<file path="src/sv/cism_pkg.sv">
// Package for the case-insensitive substring matcher.
// Holds the pattern size, beat codes, case folding and the cell control struct.
// No dependencies.
package cism_pkg;

  localparam int unsigned MaxPattern = 64;
  localparam int unsigned LenW       = $clog2(MaxPattern + 1);
  localparam int unsigned PosW       = 16;
  localparam int unsigned CountW     = 16;
  localparam int unsigned SymW       = 8;
  localparam int unsigned ActW       = 2;

  typedef enum logic [ActW-1:0] {
    ACT_CLEAR  = 2'd0,
    ACT_APPEND = 2'd1,
    ACT_TEXT   = 2'd2
  } action_e;

  // Broadcast from the top level to every cell for one accepted beat.
  typedef struct packed {
    logic            clear;
    logic            append;
    logic            text;
    logic [SymW-1:0] sym;
  } cell_ctrl_t;

  // Item held between the cell row and the output register.
  typedef struct packed {
    logic            valid;
    logic            clr;
    logic            hit;
    logic [PosW-1:0] start;
  } stage_t;

  // Map A..Z to a..z, leave every other byte as is.
  function automatic logic [SymW-1:0] fold_case(input logic [SymW-1:0] c);
    logic [SymW-1:0] r;
    r = c;
    if (c >= 8'h41 && c <= 8'h5A) begin
      r = c | 8'h20;
    end
    return r;
  endfunction

endpackage

</file>
<file path="src/sv/cism_cell.sv">
// One cell of the shift-and row: a pattern byte, its valid flag and one
// partial-match bit. Depends on cism_pkg.
module cism_cell (
  input  logic                        clk_i,
  input  logic                        rst_ni,
  input  cism_pkg::cell_ctrl_t        ctrl_i,
  input  logic                        prev_bit_i,
  input  logic                        prev_valid_i,
  input  logic                        next_valid_i,
  output logic                        bit_o,
  output logic                        valid_o,
  output logic                        hit_o,
  output logic                        last_o
);

  logic [cism_pkg::SymW-1:0] pat_q, pat_d;
  logic                      valid_q, valid_d;
  logic                      bit_q, bit_d;
  logic                      hit_q, hit_d;
  logic                      is_last;
  logic                      new_bit;

  assign is_last = valid_q & ~next_valid_i;
  assign new_bit = prev_bit_i & (pat_q == ctrl_i.sym);

  always_comb begin
    pat_d   = pat_q;
    valid_d = valid_q;
    bit_d   = bit_q;
    hit_d   = 1'b0;
    if (ctrl_i.clear) begin
      valid_d = 1'b0;
      bit_d   = 1'b0;
    end else if (ctrl_i.append) begin
      // take the byte only if this is the first empty slot
      if (!valid_q && prev_valid_i) begin
        pat_d   = ctrl_i.sym;
        valid_d = 1'b1;
      end
    end else if (ctrl_i.text) begin
      if (valid_q) begin
        bit_d = new_bit;
        hit_d = new_bit & is_last;
      end
    end
  end

  always_ff @(posedge clk_i or negedge rst_ni) begin
    if (!rst_ni) begin
      valid_q <= 1'b0;
      bit_q   <= 1'b0;
      hit_q   <= 1'b0;
    end else if (ctrl_i.clear || ctrl_i.append || ctrl_i.text) begin
      valid_q <= valid_d;
      bit_q   <= bit_d;
      hit_q   <= hit_d;
    end
  end

  always_ff @(posedge clk_i) begin
    pat_q <= pat_d;
  end

  assign bit_o   = bit_q;
  assign valid_o = valid_q;
  assign hit_o   = hit_q;
  assign last_o  = is_last;

endmodule

</file>
<file path="src/sv/cism_result.sv">
// Output stage: match counter and the registered result beat.
// Depends on cism_pkg.
module cism_result (
  input  logic                           clk_i,
  input  logic                           rst_ni,
  input  cism_pkg::stage_t               stage_i,
  output logic                           consume_o,
  output logic                           m_axis_tvalid_o,
  input  logic                           m_axis_tready_i,
  output logic [cism_pkg::PosW+cism_pkg::CountW-1:0] m_axis_tdata_o
);

  logic                        out_valid_q, out_valid_d;
  logic [cism_pkg::PosW-1:0]   out_start_q, out_start_d;
  logic [cism_pkg::CountW-1:0] out_count_q, out_count_d;
  logic [cism_pkg::CountW-1:0] count_q, count_d;
  logic                        slot_free;
  logic                        consume;

  assign slot_free = ~out_valid_q | m_axis_tready_i;
  assign consume   = stage_i.valid & (~stage_i.hit | slot_free);

  always_comb begin
    count_d     = count_q;
    out_valid_d = out_valid_q & ~m_axis_tready_i;
    out_start_d = out_start_q;
    out_count_d = out_count_q;
    if (consume) begin
      if (stage_i.clr) begin
        count_d = '0;
      end else if (stage_i.hit) begin
        if (count_q != {cism_pkg::CountW{1'b1}}) begin
          count_d = count_q + 1'b1;
        end
        out_valid_d = 1'b1;
        out_start_d = stage_i.start;
        out_count_d = count_d;
      end
    end
  end

  always_ff @(posedge clk_i or negedge rst_ni) begin
    if (!rst_ni) begin
      count_q     <= '0;
      out_valid_q <= 1'b0;
    end else begin
      count_q     <= count_d;
      out_valid_q <= out_valid_d;
    end
  end

  always_ff @(posedge clk_i) begin
    out_start_q <= out_start_d;
    out_count_q <= out_count_d;
  end

  assign consume_o       = consume;
  assign m_axis_tvalid_o = out_valid_q;
  assign m_axis_tdata_o  = {out_count_q, out_start_q};

endmodule

</file>
<file path="src/sv/case_insensitive_substring_matcher_unit.sv">
// Top level of the case-insensitive substring matcher: a row of shift-and
// cells, a hold stage and the output register.
// Depends on cism_pkg, cism_cell and cism_result.
//
//  channel  | dir | tdata fields (low bit up)              | beat means
//  ---------+-----+----------------------------------------+------------------------
//  s_axis   | in  | action[1:0], symbol[9:2], zero[15:10]  | clear, append or text
//  m_axis   | out | match_start[15:0], match_count[31:16]  | one completed match
//
// Flow: one beat per cycle in while s_axis_tready_o is high, one result per cycle
//   out while m_axis_tready_i is high; a completing text beat passes the hold stage
//   and output register. The cell row sets the rate; it updates every cell at once.
// Stalls: a stalled result holds in the output register while the next beat
//   still enters the cell row; the input stalls only when a second result
//   waits behind the held one.
// Reset: clears the cells' valid and match bits, length, position, count and the
//   hold-stage and output valid flags; pattern bytes are not reset.
module case_insensitive_substring_matcher_unit (
  input  logic        clk_i,
  input  logic        rst_ni,
  input  logic        s_axis_tvalid_i,
  output logic        s_axis_tready_o,
  input  logic [15:0] s_axis_tdata_i,   // action[1:0], symbol[9:2], zero pad[15:10]
  output logic        m_axis_tvalid_o,
  input  logic        m_axis_tready_i,
  output logic [31:0] m_axis_tdata_o    // match_start[15:0], match_count[31:16]
);

  localparam int unsigned Max = cism_pkg::MaxPattern;

  // Unpack the input beat.
  logic [cism_pkg::ActW-1:0] action;
  logic [cism_pkg::SymW-1:0] symbol;
  logic                      s_accept;
  assign action   = s_axis_tdata_i[cism_pkg::ActW-1:0];
  assign symbol   = s_axis_tdata_i[cism_pkg::ActW+cism_pkg::SymW-1:cism_pkg::ActW];
  assign s_accept = s_axis_tvalid_i & s_axis_tready_o;

  // Decode the beat into the broadcast to the cells. Unused action code drops.
  cism_pkg::cell_ctrl_t ctrl;
  always_comb begin
    ctrl.clear  = 1'b0;
    ctrl.append = 1'b0;
    ctrl.text   = 1'b0;
    ctrl.sym    = cism_pkg::fold_case(symbol);
    if (s_accept) begin
      case (action)
        cism_pkg::ACT_CLEAR:  ctrl.clear  = 1'b1;
        cism_pkg::ACT_APPEND: ctrl.append = 1'b1;
        cism_pkg::ACT_TEXT:   ctrl.text   = 1'b1;
        default: ;
      endcase
    end
  end

  // Cell row. Cell zero sees a constant one from the left (empty prefix
  // always matches, and slot zero is the first free one whenever it is empty).
  logic [Max-1:0] bit_w, valid_w, hit_w, last_w;
  logic [Max:0]   bit_ext, valid_ext, vnext_ext;
  assign bit_ext   = {bit_w, 1'b1};
  assign valid_ext = {valid_w, 1'b1};
  assign vnext_ext = {1'b0, valid_w};

  for (genvar k = 0; k < Max; k++) begin : g_cell
    cism_cell u_cell (
      .clk_i        (clk_i),
      .rst_ni       (rst_ni),
      .ctrl_i       (ctrl),
      .prev_bit_i   (bit_ext[k]),
      .prev_valid_i (valid_ext[k]),
      .next_valid_i (vnext_ext[k+1]),
      .bit_o        (bit_w[k]),
      .valid_o      (valid_w[k]),
      .hit_o        (hit_w[k]),
      .last_o       (last_w[k])
    );
  end

  // Pattern length and text position; the hold stage keeps the start.
  logic [cism_pkg::LenW-1:0] len_q, len_d;
  logic [cism_pkg::PosW-1:0] pos_q, pos_d;
  logic                      s1_valid_q, s1_valid_d;
  logic                      s1_clr_q, s1_clr_d;
  logic [cism_pkg::PosW-1:0] s1_start_q, s1_start_d;
  logic [cism_pkg::PosW-1:0] len_ext;
  logic                      consume;
  cism_pkg::stage_t          stage;

  assign len_ext = cism_pkg::PosW'(len_q);

  // Accept whenever the hold stage is empty or drains this cycle.
  assign s_axis_tready_o = ~s1_valid_q | consume;

  // Only beats that reach the cells enter the hold stage; an unused code
  // is taken and dropped, since the cells' hit flags stay from the last beat.
  always_comb begin
    len_d      = len_q;
    pos_d      = pos_q;
    s1_valid_d = s1_valid_q & ~consume;
    s1_clr_d   = s1_clr_q;
    s1_start_d = s1_start_q;
    if (ctrl.clear || ctrl.append || ctrl.text) begin
      s1_valid_d = 1'b1;
      s1_clr_d   = ctrl.clear;
      s1_start_d = pos_q - len_ext + 1'b1;
      if (ctrl.clear) begin
        len_d = '0;
        pos_d = '0;
      end else if (ctrl.append) begin
        if (len_q != cism_pkg::LenW'(Max)) begin
          len_d = len_q + 1'b1;
        end
      end else if (ctrl.text) begin
        pos_d = pos_q + 1'b1;
      end
    end
  end

  always_ff @(posedge clk_i or negedge rst_ni) begin
    if (!rst_ni) begin
      len_q      <= '0;
      pos_q      <= '0;
      s1_valid_q <= 1'b0;
      s1_clr_q   <= 1'b0;
    end else begin
      len_q      <= len_d;
      pos_q      <= pos_d;
      s1_valid_q <= s1_valid_d;
      s1_clr_q   <= s1_clr_d;
    end
  end

  always_ff @(posedge clk_i) begin
    s1_start_q <= s1_start_d;
  end

  // At most one cell flags a hit (the last valid one), so OR the row.
  assign stage.valid = s1_valid_q;
  assign stage.clr   = s1_clr_q;
  assign stage.hit   = |hit_w;
  assign stage.start = s1_start_q;

  cism_result u_result (
    .clk_i           (clk_i),
    .rst_ni          (rst_ni),
    .stage_i         (stage),
    .consume_o       (consume),
    .m_axis_tvalid_o (m_axis_tvalid_o),
    .m_axis_tready_i (m_axis_tready_i),
    .m_axis_tdata_o  (m_axis_tdata_o)
  );

  // Checks on the cell row and its bookkeeping.
  a_one_last: assert property (@(posedge clk_i) disable iff (!rst_ni)
    $onehot0(last_w))
    else $error("more than one cell marked as pattern end");

  a_len_matches_cells: assert property (@(posedge clk_i) disable iff (!rst_ni)
    $countones(valid_w) == int'(len_q))
    else $error("pattern length disagrees with valid cells");

  a_len_bound: assert property (@(posedge clk_i) disable iff (!rst_ni)
    len_q <= cism_pkg::LenW'(Max))
    else $error("pattern length beyond maximum");

  a_clear_empties: assert property (@(posedge clk_i) disable iff (!rst_ni)
    ctrl.clear |=> (len_q == '0 && pos_q == '0 && hit_w == '0))
    else $error("clear beat left state behind");

  a_hit_needs_pattern: assert property (@(posedge clk_i) disable iff (!rst_ni)
    (|hit_w) |-> (len_q != '0))
    else $error("match flagged with empty pattern");

endmodule
</file>
<file path="config.mk">
export PLATFORM = sky130hd
export DESIGN_NAME = case_insensitive_substring_matcher_unit
export DESIGN_NICKNAME = d
export VERILOG_FILES = /design/src/sv/cism_pkg.sv /design/src/sv/cism_cell.sv /design/src/sv/cism_result.sv /design/src/sv/case_insensitive_substring_matcher_unit.sv
export SDC_FILE = /design/constraint.sdc
export NUM_CORES = 1
export LEC_CHECK = 0
export ABC_AREA = 0
export BUFFER_PORTS_ARGS = -buffer_cell sky130_fd_sc_hd__buf_2
export CORE_MARGIN = 8
export CORE_UTILIZATION = 47
export CTS_CLUSTER_SIZE = 16
export DETAILED_ROUTE_END_ITERATION = 8
export GPL_ROUTABILITY_DRIVEN = 0
export MAX_ROUTING_LAYER = met4
export PLACE_DENSITY = 0.73
export SETUP_SLACK_MARGIN = 0.4
export SLEW_MARGIN = 10
export SYNTH_ARGS = -nofsm -noshare
export SYNTH_HDL_FRONTEND = slang
export SYNTH_SLANG_ARGS = --single-unit
</file>
<file path="constraint.sdc">
create_clock -name clk_i -period 3.7 [get_ports clk_i]
set_clock_uncertainty 0.15 [all_clocks]
set_input_delay 0.185 -clock clk_i [delete_from_list [all_inputs] [get_ports clk_i]]
set_output_delay 0.185 -clock clk_i [all_outputs]
set_load 0.005 [all_outputs]
</file>
# Word-level counts from Yosys, hierarchy flattened

Index checks and enable logic that the tools add are counted.

Bits of input ports: 20
Output and inout port bits: 34
Flip-flop bits (word level): 793
Logic and storage cells: 1781
Bits in read-only memories: 0
Memories kept: 0
Bits in latches: 0
Bits in writable memories: 0

Magnitude comparators: 2
Divide/modulo/power cells: 0
Bitwise logic cells: 268
Multiplexer cells: 717
Equal/unequal tests: 69
Add/subtract/negate cells: 5
Reductions and logical operators: 456
Multipliers: 0
Shift operators: 0

Operators with widths:

| operator                                                          | count |
|---|---|
| two-way mux 1 bit                                                 | 706 |
| == test 8 bit                                                     | 64 |
| AND reduction 3 bit                                               | 130 |
| nonzero test 2 bit                                                | 130 |
| AND reduction 4 bit                                               | 63 |
| bitwise AND 1 bit                                                 | 194 |
| two-way mux 16 bit                                                | 6 |
| inverter 1 bit                                                    | 71 |
| logical AND 1 bit                                                 | 64 |
| OR reduction 64 bit                                               | 1 |
| logical NOT 1 bit                                                 | 63 |
| adder 16 x 1 -> 16 bit, second input constant                     | 3 |
| two-way mux 7 bit                                                 | 3 |
| != test 16 bit, second input constant                             | 1 |
| subtractor 16 x 7 -> 16 bit                                       | 1 |
| greater-or-equal comparator 8 x 7 -> 1 bit, second input constant | 1 |
| less-or-equal comparator 8 x 7 -> 1 bit, second input constant    | 1 |
| adder 7 x 1 -> 7 bit, second input constant                       | 1 |
| != test 7 bit, second input constant                              | 1 |
| two-way mux 6 bit                                                 | 1 |
| AND reduction 2 bit                                               | 2 |
| two-way mux 3 bit                                                 | 1 |
| OR 1 bit                                                          | 3 |
| == test 2 x 1 -> 1 bit, second input constant                     | 1 |
| 4 further kinds                                                   | 5 |

# Depth between registers and ports, before layout

Depth after elaboration: 10
Depth in mapped cells: 12
Mapped depth without buffers: 12

# Cells and area by module

Synthesis repeated with hierarchy kept, for this count alone.

Cell total of the unflattened synthesis: 2644
Area, all modules: 34897.2 um2

By module, submodules not included:

| module                                  | times used | cells an instance | seq. area each (um2) | area each (um2) |
|---|---|---|---|---|
| cism_cell                               | 64         | 34                | 315.3                | 466.7 |
| case_insensitive_substring_matcher_unit | 1          | 278               | 1106.1               | 2735.1 |
| cism_result                             | 1          | 190               | 1386.3               | 2293.4 |

# Worst setup path after synthesis

Ideal clock, no wire load.

Kind: reg-to-reg
Start: reg g_cell[6].u_cell.hit_q
End: reg g_cell[30].u_cell.pat_q[0] (netlist name) (enable)
Clock period less this slack: 3280 ps
Arrival time: 2747 ps
Slack: 420 ps
Data required time: 3167 ps
Library setup time: 383 ps
Stages on the path, launching flop included: 9
Buffers on the path: 2
Path through: dfrtp_1 -> nor4_1 -> nand4_1 -> or4_1 -> a31oi_2 -> nand2_1 -> buf_2 -> buf_1 -> nor3_1

Longest elaborated chain between the ends: 9

Ends and longest elaborated chain:

| what                                   | line                                           | text |
|---|---|---|
| from (decl)                            | cism_cell.sv:19                                | `logic hit_q, hit_d;` |
| from (signal assigned)                 | cism_cell.sv:56                                | `hit_q <= hit_d;` |
| OR reduction 64 bit *                  | case_insensitive_substring_matcher_unit.sv:140 | `assign stage.hit = \|hit_w;` |
| inverter 1 bit *                       | cism_result.sv:21                              | `assign consume = stage_i.valid & (~stage_i.hit \| slot_free);` |
| OR 1 bit *                             | cism_result.sv:21                              |  |
| bitwise AND 1 bit *                    | cism_result.sv:21                              |  |
| OR 1 bit *                             | case_insensitive_substring_matcher_unit.sv:92  | `assign s_axis_tready_o = ~s1_valid_q \| consume;` |
| bitwise AND 1 bit *                    | case_insensitive_substring_matcher_unit.sv:37  | `assign s_accept = s_axis_tvalid_i & s_axis_tready_o;` |
| two-way mux 3 bit *                    | case_insensitive_substring_matcher_unit.sv:46  | `if (s_accept) begin` |
| inverter 1 bit (no source line)        | --                                             |  |
| AND reduction 3 bit (no source line) * | --                                             |  |
| to (signal assigned)                   | cism_cell.sv:61                                | `pat_q <= pat_d;` |
| to (decl)                              | cism_cell.sv:16                                | `logic [cism_pkg::SymW-1:0] pat_q, pat_d;` |

Mark *: on every way between the ends. The rest lies on a longest branch, timed or not.
A chain may end at the register's enable or synchronous reset.

# Final worst setup path

Start: reg g_cell[28].u_cell.hit_q
End: reg g_cell[13].u_cell.pat_q[0] (netlist name) (enable)

Longest elaborated chain between the ends: 9

Ends and longest elaborated chain:

| what                                   | line |
|---|---|
| from (decl)                            | cism_cell.sv:19 |
| from (signal assigned)                 | cism_cell.sv:56 |
| OR reduction 64 bit *                  | case_insensitive_substring_matcher_unit.sv:140 |
| inverter 1 bit *                       | cism_result.sv:21 |
| OR 1 bit *                             | cism_result.sv:21 |
| bitwise AND 1 bit *                    | cism_result.sv:21 |
| OR 1 bit *                             | case_insensitive_substring_matcher_unit.sv:92 |
| bitwise AND 1 bit *                    | case_insensitive_substring_matcher_unit.sv:37 |
| two-way mux 3 bit *                    | case_insensitive_substring_matcher_unit.sv:46 |
| inverter 1 bit (no source line)        | -- |
| AND reduction 3 bit (no source line) * | -- |
| to (signal assigned)                   | cism_cell.sv:61 |
| to (decl)                              | cism_cell.sv:16 |

Marked as above.

==> out/metrics.yaml <==
status:
  run_status: "finished clean"
synth:
  synth_fp_nets: 2582
  netlist_area_um2: 34300
  ys_seq_area_share_pct: 65.9
  syn-mean-instance-area_um2: 13.6
  ys.flop_type: "edfxtp_1"
  synthDistinctLibCells: 62
  ys_warn_count: 0
  synth-seq-cells: 793
  synthArstFlopShare_pct: 29.4
  syn_inst: 2529
  synth_edf_count: 560
floorplanning:
  start_util_pct: 47.2
  die_w_um: 286
  ios: 54
  die_h_um: 286
  num_rows: 99
  dieArea_um2: 82000
  core-area_um2: 72700
cts:
  clk_latency_ps: 620
  h-tree-depth: 3
  cts_root_buf: "clkbuf_16"
  cts_buffers: 79
  path_clk_slew_ps: 60
  clockBufferDepth: 3
  cts.sinks: 793
  cts_tree: "built"
detailed_routing:
  final_antenna_net_count: 0
  drt-pass1-iter-count: 7
  via_per_inst: 5.71
  vias: 21200
  drt_wl_total_um: 75500
  wl_per_cell_um: 20.4
  drcViolationCount: 0
  drtIter0Drc: 1752
global_route:
  grt_pass1_wl_um: 118000
  antenna_found_initial: 0
  grt_max_degree: 129
  grt_pass1_vias: 21800
  grt-ovfl-total: 0
  grt_util_all_layers_pct: 18.3
critical_path:
  crit_arrival_ps: 3520
  cp.required_ps: 3870
  rr_startpoint: "g_cell[28].u_cell.hit_o"
  r2r-end: "g_cell[13].u_cell.pat_q[0]"
  cp-startpoint: "g_cell[28].u_cell.hit_o"
  end_kind: "flip-flop"
  start_kind: "flip-flop"
  path_class: "reg2reg"
  critical_path.max_fanout: 24
  reg2regPathDepth: 10
  rrSetupSlack_ps: 350
timing:
  hold-worst-slack_ps: 2.36
  slew_viol_final: 0
  relSlewSlack_pct: 36.0
  setup-violations-final: 0
  worst_pin_slew_ps: 960
  finalWorstPathRequiredPeriod_ps: 3350
  fin_setup_tns_ps: 0
  timing.final.crit_share_pct: 90.6
  rsz0062_at_grt: "yes"
  hold_violations: 0
  fmax_mhz: 298
power:
  leakage_nw: 13.8
  p_per_area_nw_per_um2: 488
  power.total_mw: 19.4
  irDropWorstVdd_mv: 0.330
final_layout:
  diodes: 0
  utilization_pct: 54.6
  drive_above_1_share_pct: 12.9
  nets: 2734
  syn_to_final_growth_pct: 15.5
placed_design:
  portBuffers: 47
  dp_hpwl_um: 42500
job:
  max_cap_viol_count: 0
hold_path:
  hold_path.class: "in2async"
[per-layer routing]
metal,vias to the layer above,track usage [%],share of wire [%]
met4,0,5.21,2.3
met3,137,3.23,6.6
met1,10700,23.9,43
met5,-,-,0
met2,699,29.6,48
li1,9626,-,-
[worst max-delay path by stage]
stage	end	slack [ps]	cells after the start
after floorplan	g_cell[30].u_cell.pat_q[0]	420	8
after global placement	u_result.count_q[1]	160	9
after detailed placement	u_result.count_q[2]	70	9
after CTS	g_cell[13].u_cell.pat_q[1]	380	10
after global routing	g_cell[29].u_cell.pat_q[6]	300	10
final	g_cell[13].u_cell.pat_q[0]	350	10
[worst max-delay path: stages, from the launching register on]
cell,delay (ps)
dfrtp_1,390
nor4_2,260
buf_4,150
nand4_1,260
buf_4,250
or4_4,530
a31oi_4,250
nand2_4,150
buf_12,200
nor3b_2,220
buf_4,200
[registers in the layout (all words and copies together), names as in the netlist]
name / cells
u_result.m_axis_tvalid_o: 1
s1_clr_q: 1
u_result.out_start_q: 16
u_result.out_count_q: 16
g_cell.u_cell.hit_o: 64
len_q: 7
g_cell.u_cell.valid_o: 64
s1_start_q: 16
pos_q: 16
s1_valid_q: 1
g_cell.u_cell.pat_q: 512
u_result.count_q: 16
g_cell.u_cell.bit_o: 63
[cells by family after synthesis]
kind of cell               Yosys count  synth area share (%)
buffers and inverters              202                  2.42
DFF                                793                  65.9
xor gates and xnor gates           538                  13.7
AOI/OAI and AO/OA                  348                  6.74
and+or+nand+nor                    605                  9.65
adders and majority gates           33                  1.22
muxes                               10                 0.302
[area by class of cell]
| class | count | area, um^2 |
|---|---|---|
| Clock buffer | 115 | 2320 |
| Fill cell | 5654 | 33000 |
| Clock inverter | 31 | 280 |
| Tap cell | 959 | 1200 |
| Sequential cell | 793 | 22600 |
| Inverter | 80 | 300 |
| Multi-Input combinational cell | 1534 | 11100 |
| Timing Repair Buffer | 193 | 1820 |
[synth_stat cells, types with 26 or more instances]
| cell | n | share of area, % |
|---|---|---|
| a22o_1 | 42 | 1.1 |
| xor2_1 | 60 | 1.5 |
| nand2_1 | 55 | 0.60 |
| nand3_1 | 35 | 0.51 |
| nor4_1 | 63 | 1.1 |
| ha_1 | 32 | 1.2 |
| buf_2 | 26 | 0.38 |
| inv_1 | 80 | 0.87 |
| nor3_1 | 39 | 0.57 |
| nor2_1 | 152 | 1.7 |
| clkbuf_1 | 50 | 0.55 |
| edfxtp_1 | 560 | 49 |
| a21oi_1 | 117 | 1.7 |
| nand4_1 | 155 | 2.8 |
| nand4b_1 | 29 | 0.74 |
| dfrtp_1 | 233 | 17 |
| a32o_1 | 28 | 0.82 |
| buf_1 | 36 | 0.39 |
| o21ai_0 | 80 | 1.2 |
| xnor2_1 | 478 | 12 |
[stage by stage]
stage	worst slack (ps)	instances	area (um^2)
4_1_cts	377	3699	39400
3_3_place_gp	155	3539	36600
3_5_place_dp	74.9	3539	36600
5_1_grt	298	3705	39700
2_1_floorplan	420	2529	34300
6_report	349	3705	39700
[cells in the final DEF, fill, tap and decap left out, drive strengths merged, types with 4 or more instances in the layout]
cell type    synthesis  routed
clkbuf              50     117
nor2               152     152
xnor2              478     478
buf                 72     177
clkinv               0      25
a211o                7       7
a32o                28      28
nand3               36      36
a21oi              117     117
dfrtp              233     233
and3                10      10
a31oi                7       7
xor2                60      60
nand2b              15      15
a22o                42      42
nor3b               15      15
a21o                 8       8
or3                  7       7
o2bb2ai             12      12
bufinv               0       4
nand4              155     155
nor3                39      39
a211oi               4       4
dlygate4sd3          0      12
o21ai               81      81
nand2               55      55
nand4b              29      29
o31ai               15      15
edfxtp             560     560
or4b                 4       4
ha                  32      32
nor2b                4       4
and4                 4       4
nor4                64      64
mux2i                7       7
or4                  9       9
inv                 80      82
[repair_timing]
action,in CTS,in global routing
pin swaps,2,3
gates cloned,2,4
hold buffers,12,0
setup buffers,0,2
hold endpoints to repair,168,0
endpoints found under the setup margin,665,432
gates resized for setup,12,38
[report_power, final]
group	internal (mW)	switching [mW]	leakage, nW
clock	4.64	3.26	1.28
sequential	9.77	0.202	8.26
combinational	0.554	0.942	4.24
total	15.0	4.41	13.8
Note: power is estimated with default switching activity, not from simulation.
